==> src/hw/rtl/swm_pkg.sv <==
package swm_pkg;

   localparam int MAX_FRAME        = 4096;
   localparam int COEF_TABLE_DEPTH = 1024;
   localparam int COEF_ADDR_W      = $clog2(COEF_TABLE_DEPTH);
   localparam int IDX_W            = $clog2(MAX_FRAME);
   localparam int LEN_W            = 13;
   localparam int EIDX_W           = COEF_ADDR_W + 5;

   localparam int ONE_Q16 = 65536;
   localparam logic [18:0] POS_RESET = 19'h70000;
   localparam longint unsigned HALF_PI_Q30 = 64'd1686629713;

   localparam logic [2:0] WIN_RECT     = 3'd0;
   localparam logic [2:0] WIN_HAMMING  = 3'd1;
   localparam logic [2:0] WIN_BLACKMAN = 3'd2;
   localparam logic [2:0] WIN_HANN     = 3'd3;
   localparam logic [2:0] WIN_GAUSSIAN = 3'd4;
   localparam logic [2:0] WIN_WELCH    = 3'd5;
   localparam logic [2:0] WIN_BARTLETT = 3'd6;

   localparam logic [1:0] CSR_WINDOW_KIND   = 2'd0;
   localparam logic [1:0] CSR_FRAME_LENGTH  = 2'd1;
   localparam logic [1:0] CSR_POSITION_STEP = 2'd2;

   typedef struct packed {
      logic signed [15:0] sample_re;
      logic signed [15:0] sample_im;
   } req_payload_type;

   typedef struct packed {
      logic signed [15:0] windowed_re;
      logic signed [15:0] windowed_im;
      logic               frame_last;
   } rsp_payload_type;

   typedef enum logic [2:0] {
      ST_IDLE, ST_ADDR, ST_ROM, ST_MUL, ST_COEF, ST_PROD
   } ctrl_state_type;

   typedef struct packed {
      logic cap;
      logic addr;
      logic rom;
      logic mul;
      logic coef;
      logic prod;
   } dp_cmd_type;

   typedef logic [16:0] cos_tab_type [0:COEF_TABLE_DEPTH];
   typedef logic [16:0] exp_tab_type [0:COEF_TABLE_DEPTH-1];

   // Divisor (2n-1)(2n) of the n-th cosine series term.
   function automatic longint unsigned cos_series_div(input longint unsigned v,
                                                      input int n);
      unique case (n)
         1:       return v / 64'd2;
         2:       return v / 64'd12;
         3:       return v / 64'd30;
         4:       return v / 64'd56;
         5:       return v / 64'd90;
         6:       return v / 64'd132;
         7:       return v / 64'd182;
         default: return v / 64'd240;
      endcase
   endfunction

   // Divisor n of the n-th exponential series term.
   function automatic longint unsigned exp_series_div(input longint unsigned v,
                                                      input int n);
      unique case (n)
         1:       return v;
         2:       return v / 64'd2;
         3:       return v / 64'd3;
         4:       return v / 64'd4;
         5:       return v / 64'd5;
         6:       return v / 64'd6;
         7:       return v / 64'd7;
         8:       return v / 64'd8;
         9:       return v / 64'd9;
         10:      return v / 64'd10;
         11:      return v / 64'd11;
         default: return v / 64'd12;
      endcase
   endfunction

   // Quarter-wave cosine, built with a fixed Q30 series at elaboration.
   function automatic cos_tab_type build_cos_table();
      cos_tab_type t;
      longint unsigned x;
      longint unsigned x2;
      longint unsigned term;
      longint sum;
      for (int k = 0; k <= COEF_TABLE_DEPTH; k++) begin
         x = (HALF_PI_Q30 * longint'(k)) / COEF_TABLE_DEPTH;
         x2 = (x * x) >> 30;
         term = 64'd1 << 30;
         sum = longint'(term);
         for (int n = 1; n <= 8; n++) begin
            term = cos_series_div((term * x2) >> 30, n);
            if ((n & 1) == 1) sum = sum - longint'(term);
            else sum = sum + longint'(term);
         end
         if (sum <= 0) begin
            t[k] = 17'd0;
         end else begin
            sum = (sum + 8192) >>> 14;
            t[k] = (sum > ONE_Q16) ? 17'(ONE_Q16) : 17'(sum);
         end
      end
      return t;
   endfunction

   // exp(-16 k / depth) in Q16: series for exp(-x), then squared four times.
   function automatic exp_tab_type build_exp_table();
      exp_tab_type t;
      longint unsigned x;
      longint unsigned term;
      longint unsigned e;
      longint sum;
      for (int k = 0; k < COEF_TABLE_DEPTH; k++) begin
         x = (longint'(k) << 30) / COEF_TABLE_DEPTH;
         term = 64'd1 << 30;
         sum = longint'(term);
         for (int n = 1; n <= 12; n++) begin
            term = exp_series_div((term * x) >> 30, n);
            if ((n & 1) == 1) sum = sum - longint'(term);
            else sum = sum + longint'(term);
         end
         e = (sum > 0) ? longint'(sum) : 64'd0;
         for (int i = 0; i < 4; i++) begin
            e = (e * e + (64'd1 << 29)) >> 30;
         end
         t[k] = 17'((e + 64'd8192) >> 14);
      end
      return t;
   endfunction

   localparam cos_tab_type COS_TABLE = build_cos_table();
   localparam exp_tab_type EXP_TABLE = build_exp_table();

   function automatic logic [16:0] clamp_coef(input logic signed [21:0] w);
      if (w < 0) return 17'd0;
      if (w > 22'sd65536) return 17'(ONE_Q16);
      return w[16:0];
   endfunction

endpackage

==> src/hw/rtl/swm_ctrl.sv <==
module swm_ctrl (
   input  logic                clock,
   input  logic                reset,
   input  logic                req_valid,
   output logic                req_ready,
   output logic                rsp_valid,
   input  logic                rsp_ready,
   output swm_pkg::dp_cmd_type cmd
);

   swm_pkg::ctrl_state_type state_ff, state_in;
   logic rsp_valid_ff, rsp_valid_in;

   always_ff @(posedge clock) begin
      if (reset) begin
         state_ff     <= swm_pkg::ST_IDLE;
         rsp_valid_ff <= 1'b0;
      end else begin
         state_ff     <= state_in;
         rsp_valid_ff <= rsp_valid_in;
      end
   end

   always_comb begin
      state_in = state_ff;
      cmd = '0;
      rsp_valid_in = rsp_valid_ff && !rsp_ready;
      req_ready = (state_ff == swm_pkg::ST_IDLE) && !reset;
      unique case (state_ff)
         swm_pkg::ST_IDLE: begin
            if (req_valid && req_ready) begin
               cmd.cap = 1'b1;
               state_in = swm_pkg::ST_ADDR;
            end
         end
         swm_pkg::ST_ADDR: begin
            cmd.addr = 1'b1;
            state_in = swm_pkg::ST_ROM;
         end
         swm_pkg::ST_ROM: begin
            cmd.rom = 1'b1;
            state_in = swm_pkg::ST_MUL;
         end
         swm_pkg::ST_MUL: begin
            cmd.mul = 1'b1;
            state_in = swm_pkg::ST_COEF;
         end
         swm_pkg::ST_COEF: begin
            cmd.coef = 1'b1;
            state_in = swm_pkg::ST_PROD;
         end
         swm_pkg::ST_PROD: begin
            // The result register is loaded only once the previous beat has gone.
            if (!rsp_valid_ff || rsp_ready) begin
               cmd.prod = 1'b1;
               rsp_valid_in = 1'b1;
               state_in = swm_pkg::ST_IDLE;
            end
         end
         default: state_in = swm_pkg::ST_IDLE;
      endcase
   end

   assign rsp_valid = rsp_valid_ff;

   a_accept_starts: assert property (@(posedge clock) disable iff (reset)
      (req_valid && req_ready) |=> (state_ff == swm_pkg::ST_ADDR))
      else $error("accepted beat did not start the datapath sequence");

   a_no_overwrite: assert property (@(posedge clock) disable iff (reset)
      cmd.prod |-> (!rsp_valid_ff || rsp_ready))
      else $error("result register loaded over an untaken beat");

   a_one_cmd: assert property (@(posedge clock) disable iff (reset)
      $onehot0({cmd.cap, cmd.addr, cmd.rom, cmd.mul, cmd.coef, cmd.prod}))
      else $error("more than one datapath command at once");

endmodule

==> config.mk <==
export PLATFORM = sky130hd
export DESIGN_NAME = swm_ctrl
export DESIGN_NICKNAME = d
export VERILOG_FILES = /design/src/hw/rtl/swm_pkg.sv /design/src/hw/rtl/swm_ctrl.sv
export SDC_FILE = /design/constraint.sdc
export NUM_CORES = 1
export LEC_CHECK = 0
export BUFFER_PORTS_ARGS = -buffer_cell sky130_fd_sc_hd__buf_2
export CAP_MARGIN = 0
export CORE_AREA = 5 5 42 44
export DETAILED_ROUTE_END_ITERATION = 8
export DIE_AREA = 0 0 47 49
export PLACE_DENSITY = 0.41
export SLEW_MARGIN = 20
export SYNTH_ARGS = -nofsm -noshare
export SYNTH_HDL_FRONTEND = slang
export SYNTH_SLANG_ARGS = --single-unit
export TNS_END_PERCENT = 30
==> constraint.sdc <==
create_clock -name clock -period 1.5 [get_ports clock]
set_clock_uncertainty 0.15 [all_clocks]
set_input_delay 0 -clock clock [delete_from_list [all_inputs] [get_ports clock]]
set_output_delay 0 -clock clock [all_outputs]
set_load 0.005 [all_outputs]
[Word level (Yosys, flattened, before mapping)]
Index checks and enable logic that the tools add are counted.
Word-level totals
  register bits: 4
  input bits: 4
Cells by class
  eq/ne operators: 7
  mux-type cells: 13
  reductions and logical operators: 9
Operators with widths (count)
  3-bit case mux with 6 select lines: 1
  1-bit 2-to-1 mux: 10
  3-bit by 2-bit == test with 1-bit output (second input constant): 2
  3-bit == test (second input constant): 2
  3-bit 2-to-1 mux: 2
  3-bit by 1-bit == test with 1-bit output (second input constant): 1
  1-bit logical AND: 3
  1-bit zero test: 3
  3-bit zero test: 1
  2-bit by 1-bit inequality test with 1-bit output (second input constant): 1
  2-bit inequality test (second input constant): 1
  2-bit AND reduction: 1
  1-bit logical OR: 1

[Depth between registers and ports, before layout]
Gate-level depths: netlist of run 1.
  depth in word-level cells: 5
  depth in mapped cells: 4
  gate-level depth less buffers: 3

[Least setup slack after synthesis of run 1]
Ideal clock, no wire load.
  path type: register to register
  from: register state_ff[2]
  to: register state_ff[0]
  data arrival time: 0.987 ns
  required time: 1.264 ns
  slack: 0.277 ns
  stages on the path, launching flop included: 4
  clock period less this slack: 1.223 ns
  path through: dfxtp_1 buf_6 or3_4 a221oi_2
Between the ends
  longest elaborated chain between the ends: 5
Ends and longest elaborated chain
  start, declared: line swm_ctrl.sv:11  | swm_pkg::ctrl_state_type state_ff, state_in;
  start signal, assigned: line swm_ctrl.sv:16  | state_ff <= swm_pkg::ST_IDLE;
  start signal, assigned: line swm_ctrl.sv:19  | state_ff <= state_in;
  3-bit zero test: line swm_ctrl.sv:28, swm_ctrl.sv:29
  1-bit logical AND: line swm_ctrl.sv:28  | req_ready = (state_ff == swm_pkg::ST_IDLE) && !reset;
  1-bit logical AND: line swm_ctrl.sv:31  | if (req_valid && req_ready) begin
  2-bit by 1-bit inequality test with 1-bit output (no source line)
  2-bit AND reduction (no source line)
Several ways; a longest one is shown, not always the timed one.
A chain may end at the register's enable or synchronous reset.

==> summary.txt, run 1 <==
Global routing
  • Gr usage total: roughly 6.1%
  • Largest net degree at the start of global routing: 10
  • Initial antenna violation count: 0
  • GRT overflow: 0
  • First-pass GRT wire length: 993 um
  • Number of global-route vias before repair: 264

Power and ir drop
  • Worst vdd ir: between 0.3 and 0.4 mV
  • Switching pwr: 0.00009386 W
  • Static leakage: 0.1595 nW
  • Pwr dens: 1016 nW/um2
  • Seq pwr share: 37.6%
  • Pint: between 0.0002 and 0.0003 W
  • Comb power frac: a little over a quarter
  • Switching share of power: between 20% and 30%
  • Clock Power Share: 35.1%

STA
  • Least-Margin Pin Slew: 279.7 ps
  • Max-slew violations: 0
  • Unrepaired setup endpoints after global routing: false
  • Tcrit/Tclk final: 91.53%
  • Tmin final: around 1400 ps
  • Final-report hold violation count: 0
  • Final Setup Violations: 0
  • Max Fclk: between 700 and 800 MHz
  • Setup TNS: 0 ps
  • Max-Slew Margin vs Limit: between 80% and 90%

Cells and area
  • Final Core Density: approximately 25%
  • Layout cells sized above 1: a little over half
  • Area delta synth->final: 42.50%
  • Commonest non-fill, non-tap cell in the layout: buf_2
  • Most frequent cells in the layout: 11 x buf_2, 3 x nor3b_1, 3 x clkbuf_4, 3 x dfxtp_1
  • # diodes: 0
  • Fin nets: 47

Clocking
  • Setup bufs post-CTS: 0
  • Clock slew at reported path FFs: about 40 ps
  • Root buffer cell: clkbuf_4
  • Longest Clk Path Bufs: 2
  • CTS tree: yes
  • H-tree Lvls: 1
  • Clk sink count: 4
  • CTS Buf Count: 3
  • Clk_lat worst skew: ~230 ps

Detailed routing
  • Drt initial violations: 1
  • Met2 WL: approximately 250 um
  • M1 WL: roughly 270 um
  • Highest routed layer: met3
  • Via count: 234
  • Drt wl/cell: ~9.9 um
  • DR vias/cell: just over 4
  • Metal3 WL: 51 um
  • # DRC: 0
  • ANT nets after route: 0
  • DR pass1 iterations: 2
  • Final WL: around 560 um

Critical path
  • Reg2reg path depth: 2
  • CP Capture Type: primary output
  • Reg2reg end: state_ff[0]$_SDFFE_PP0P_
  • CP required: between 1000 and 1500 ps
  • Worst path arrival time: about 1200 ps
  • CP startpoint: state_ff[1]$_SDFFE_PP0P_
  • FF-to-FF setup slack: roughly 250 ps
  • Crit path launch type: flip-flop
  • Crit Path Max Fanout: 5
  • Crit Path Category: flip-flop to primary output
  • Worst setup path endpoint: cmd[5]
  • Worst r2r src: state_ff[2]$_SDFFE_PP0P_

Placed design
  • DP Wirelength: around 430 um
  • IO buf count: 11
  • Routability Congestion: about 0.65

Synth
  • Seq/Total Area, Yosys: between 30 and 40%
  • Synthesized area: 250.2 um2
  • Post-synthesis simple-gate area fraction: between 30% and 40%
  • FF+latch count, synth: 4
  • Number of library cell types mapped by synthesis: 18
  • Adder-cell share of the synthesized area: 0%
  • Cell count after synthesis: 26
  • YS warnings: 0
  • Average cell area after synthesis: roughly 9.6 um2
  • Largest family of logic cells by synthesized area: simple AND/OR/NAND/NOR gates
  • Synth Area in XOR/XNOR: 3.500%
  • Compound-cell area share of the yosys netlist: between 10% and 20%
  • Syn Nets: 30
  • Multiplexer share of the synthesized area: 0%

Floorplan
  • Die Area: about 2300 um2
  • Die W: 47 um
  • I/O pin cnt: 12
  • Row Count: 14
  • Floorplan core area: between 1000 and 1500 um2
  • Starting Density: 17.86%
  • Chip height: 49 um

Hold path
  • Hold crit path type: primary input to flip-flop

Outcome
  • Outcome: complete, no violations

Run
  • Max Cap Viol: 0
==> through the flow <==
step	instance area [um2]	cells	total power [W]	hold slack (ps)	setup slack (ps)
after floorplan	250.2	26	0.0002055	-115.0	276.5
after global placement	306.5	52	0.0002302	98.46	274.8
after detailed placement	306.5	52	0.0002296	95.10	263.5
after CTS	349.1	57	0.0003677	14.33	53.36
after global routing	356.6	57	0.0003899	35.04	45.74
final	356.6	57	0.0003622	12.93	127.1
==> cell usage after synthesis <==
cell	count	area (um2)
nor2b_1	1	6.260
or2b_1	1	7.510
and2_1	1	6.260
nand2b_1	1	6.260
dfxtp_1	4	80.08
nor3_1	1	5.000
nor3b_1	3	22.52
a221oi_2	1	15.01
nor2_2	1	6.260
nor4_1	1	6.260
buf_6	3	33.78
a21oi_1	2	10.01
nand3b_1	1	7.510
or3_4	1	11.26
nand2_1	1	3.750
o21ba_2	1	10.01
xnor2_1	1	8.760
nor2_1	1	3.750
==> power by group through the flow <==
stage               logic (W)  clock network (W)  registers [W]
floorplan           0.0000830                  0       0.000123
global placement    0.0000941                  0       0.000136
detailed placement  0.0000933                  0       0.000136
CTS                 0.0000978           0.000135       0.000135
global route         0.000110           0.000140       0.000139
finish              0.0000988           0.000127       0.000136
==> sequential cells by signal (all words and copies together) (netlist names) <==
signal	cells
rsp_valid	1
state_ff	3
==> worst min-delay path by stage <==
stage,from,endpoint,slack [ps],cells after the start
6_report,req_valid,state_ff[0]$_SDFFE_PP0P_,10,4
5_1_grt,req_valid,state_ff[0]$_SDFFE_PP0P_,40,4
4_1_cts,req_valid,state_ff[0]$_SDFFE_PP0P_,10,4
3_5_place_dp,reset,state_ff[0]$_SDFFE_PP0P_,100,2
3_3_place_gp,reset,state_ff[0]$_SDFFE_PP0P_,100,2
2_1_floorplan,reset,req_ready,-120,1
==> per-layer routing <==
| metal | vias to the layer above | GRT usage [%] |
|---|---|---|
| met3 | 0 | 1.107 |
| met2 | 10 | 8.371 |
| met1 | 102 | 7.018 |
| met4 | 0 | 6.912 |
| met5 | - | 0 |
| li1 | 122 | - |
==> final cells by class <==
cell class	instances	area, um2
fill	168	1045
multi-input combinational	19	142.6
timing repair buffer	15	90.09
sequential	4	81.33
clock buffer	3	22.52
tap	16	20.02
==> timing repair <==
item / in CTS / in global routing
hold buffers: 2 / 0
endpoints found under the hold margin: 4 / 0
setup endpoints to repair: 0 / 1
resized for setup: 0 / 2
==> cell families after synthesis <==
group / count (synthesis)
AND/OR/NAND/NOR: 14
XOR/XNOR: 1
buffers and inverters: 3
flip-flops: 4
AO/OA/AOI/OAI: 4
==> critical path, cell delays in order, from the launching register on <==
cell and delay [ps]:
dfxtp_1 340, buf_4 170, nor4_2 220, and2_1 160
buf_2 100
Note: power is estimated with default switching activity, not from simulation.
==> run 2, diff against run 1 <==
==> constraint.sdc (replaced) <==
create_clock -name clock -period 1.5 [get_ports clock]
set_clock_uncertainty 0.15 [all_clocks]
set_input_delay 0.375 -clock clock [delete_from_list [all_inputs] [get_ports clock]]
set_output_delay 0.375 -clock clock [all_outputs]
set_load 0.005 [all_outputs]
==> summary.txt, run 2 (synthesized netlist as in run 1, its figures left out) <==
Placed design
  • Routability Congestion: 0.6275 (was 0.6503)
  • Placed Area: 336.6 um2 (was 306.5 um2)
  • DP Wirelength: 448.9 um (was 432.5 um)
  • IO buf count: 11 (unchanged)
  • Pre-CTS WS: -7.690 ps (was 263.5 ps)

STA
  • Final-report hold violation count: 0 (unchanged)
  • Max Fclk: 622.0 MHz (was 728.4 MHz)
  • Max-Slew Margin vs Limit: 85.38% (was 81.33%)
  • Max-slew violations: 0 (unchanged)
  • Final Setup Violations: 7 (was 0)
  • Tcrit/Tclk final: 107.2% (was 91.53%)
  • Unrepaired setup endpoints after global routing: true (was false)
  • Least-Margin Pin Slew: 219.3 ps (was 279.7 ps)
  • Worst Slack Setup Final: -107.7 ps (was 127.1 ps)
  • Tmin final: 1608 ps (was 1373 ps)
  • Setup TNS: -381.7 ps (was 0 ps)

Floorplan
  • Chip height: 49 um (unchanged)
  • Row Count: 14 (unchanged)
  • Floorplan core area: 1401 um2 (unchanged)
  • I/O pin cnt: 12 (unchanged)
  • Die W: 47 um (unchanged)
  • Die Area: 2303 um2 (unchanged)
  • Starting Density: 17.86% (unchanged)

Critical path
  • FF-to-FF setup slack: 150 ps (was 250 ps)
  • CP required: 970 ps (was 1350 ps)
  • Crit Path Max Fanout: 2 (was 5)
  • Worst r2r src: state_ff[2]$_SDFFE_PP0P_ (unchanged)
  • Reg2reg end: state_ff[0]$_SDFFE_PP0P_ (unchanged)
  • Crit path launch type: flip-flop (unchanged)
  • Crit Path Category: flip-flop to primary output (unchanged)
  • Reg2reg path depth: 3 (was 2)
  • CP Capture Type: primary output (unchanged)
  • Worst path arrival time: 1080 ps (was 1220 ps)

Cells and area
  • Largest register FFs: 3 (unchanged)
  • Area delta synth->final: 59.00% (was 42.50%)
  • Final Core Density: 28.39% (was 25.45%)
  • Layout cells sized above 1: 74.42% (was 53.66%)
  • Fill count: 159 (was 168)
  • Final Cell Area: 397.9 um2 (was 356.6 um2)
  • Largest register by flop count: state_ff (unchanged)
  • Most frequent cells in the layout: 11 x buf_2, 6 x buf_4, 3 x nor3b_2, 3 x clkbuf_4 (was 11 x buf_2, 3 x nor3b_1, 3 x clkbuf_4, 3 x dfxtp_1)
  • Fin nets: 49 (was 47)
  • Commonest non-fill, non-tap cell in the layout: buf_2 (unchanged)
  • # diodes: 0 (unchanged)

Global routing
  • Initial antenna violation count: 0 (unchanged)
  • Gr usage total: 6.690% (was 6.122%)
  • First-pass GRT wire length: 1028 um (was 993 um)
  • Number of global-route vias before repair: 240 (was 264)
  • GRT overflow: 0 (unchanged)
  • Largest net degree at the start of global routing: 10 (unchanged)

Hold path
  • Hold path endpoint: state_ff[0]$_SDFFE_PP0P_ (unchanged)
  • Hold depth: 3 (was 4)
  • Worst Min Path Start: reset (was req_valid)
  • Hold crit path type: primary input to flip-flop (unchanged)

Detailed routing
  • Via count: 241 (was 234)
  • DR pass1 iterations: 2 (unchanged)
  • # DRC: 0 (unchanged)
  • Final WL: 592 um (was 563 um)
  • DR vias/cell: 4.085 (was 4.105)
  • Drt initial violations: 2 (was 1)
  • Drt wl/cell: 10.03 um (was 9.877 um)
  • ANT nets after route: 0 (unchanged)

Power and ir drop
  • Overall Power: 0.0003867 W (was 0.0003622 W)
  • Clock Power Share: 34.4% (was 35.1%)
  • Pwr dens: 971.8 nW/um2 (was 1016 nW/um2)
  • Static leakage: 0.1839 nW (was 0.1595 nW)
  • Worst vdd ir: 0.3194 mV (was 0.3425 mV)
  • Switching pwr: 0.0001076 W (was 0.00009386 W)
  • Comb power frac: 28.2% (was 27.3%)
  • Pint: 0.0002790 W (was 0.0002683 W)
  • Switching share of power: 27.83% (was 25.92%)
  • Seq pwr share: 37.3% (was 37.6%)

Clocking
  • H-tree Lvls: 1 (unchanged)
  • Clk sink count: 4 (unchanged)
  • Root buffer cell: clkbuf_4 (unchanged)
  • Clk_lat worst skew: 230 ps (about the same)
  • Longest Clk Path Bufs: 2 (unchanged)
  • CTS Buf Count: 3 (unchanged)
  • Setup bufs post-CTS: 0 (unchanged)
  • CTS tree: yes (unchanged)
  • Clock slew at reported path FFs: 40 ps (about the same)

Run
  • Max Cap Viol: 0 (unchanged)

Outcome
  • Failing checks: negative setup slack
  • Outcome: complete, but fails checks (was complete, no violations)
-- run 2: cell count changes in the layout (fill, tap and decap cells not counted), moves of 2 or more --
cell,before,now
buf_4,2,6
dfxtp_1,3,1
dlygate4sd3_1,2,0
nor3b_1,3,0
nor3b_2,0,3
-- run 2: routing by layer --
layer	wire length (um)	vias up	global-route usage (%)
met5	0	-	0
met4	19	0	8.295
met3	59	2	3.690
met2	228	12	7.240
met1	284	102	7.692
li1	-	125	-
-- run 2: final cells by class --
type | instances | area [um2] | share of cell area, %
Sequential cell | 4 | 86.33 | 21.70
Timing Repair Buffer | 17 | 100.1 | 25.16
Clock buffer | 3 | 22.52 | 5.660
Tap cell | 16 | 20.02 | 5.031
Multi-Input combinational cell | 19 | 168.9 | 42.45
-- run 2: worst max path at each step --
stage	from	slack [ps]	cells after the start	to
3_5_place_dp	reset	-8	4	cmd[5]
3_3_place_gp	reset	50	4	cmd[5]
5_1_grt	state_ff[2]$_SDFFE_PP0P_	-190	3	cmd[5]
4_1_cts	state_ff[0]$_SDFFE_PP0P_	-160	3	cmd[5]
2_1_floorplan	state_ff[2]$_SDFFE_PP0P_	20	3	cmd[5]
6_report	state_ff[2]$_SDFFE_PP0P_	-110	3	cmd[5]
-- run 2: power groups by stage --
stage	Combinational, W	Clock [W]	Sequential (W)
final	0.000109	0.000133	0.000144
after global routing	0.000123	0.000155	0.000146
after CTS	0.000111	0.000142	0.000145
after detailed placement	0.0000998	0	0.000137
after global placement	0.0000986	0	0.000138
after floorplan	0.0000830	0	0.000123
-- run 2: worst max-delay path, cell delays in order, from the launching register on --
cell     delay (ps)
dfxtp_2         330
nor4_4          260
and2_1          150
buf_2           100
-- run 2: metrics by stage --
stage	cells	hold WS, ps
floorplan	26	291.2
global placement	56	438.2
detailed placement	56	439.3
CTS	59	307.2
global route	59	316.8
finish	59	313.3
-- run 2: repair_timing --
| item | CTS | global route |
|---|---|---|
| pin swaps | 3 | 2 |
| resized for setup | 10 | 0 |
| setup endpoints to repair | 7 | 7 |
| hold buffers | 0 | 0 |
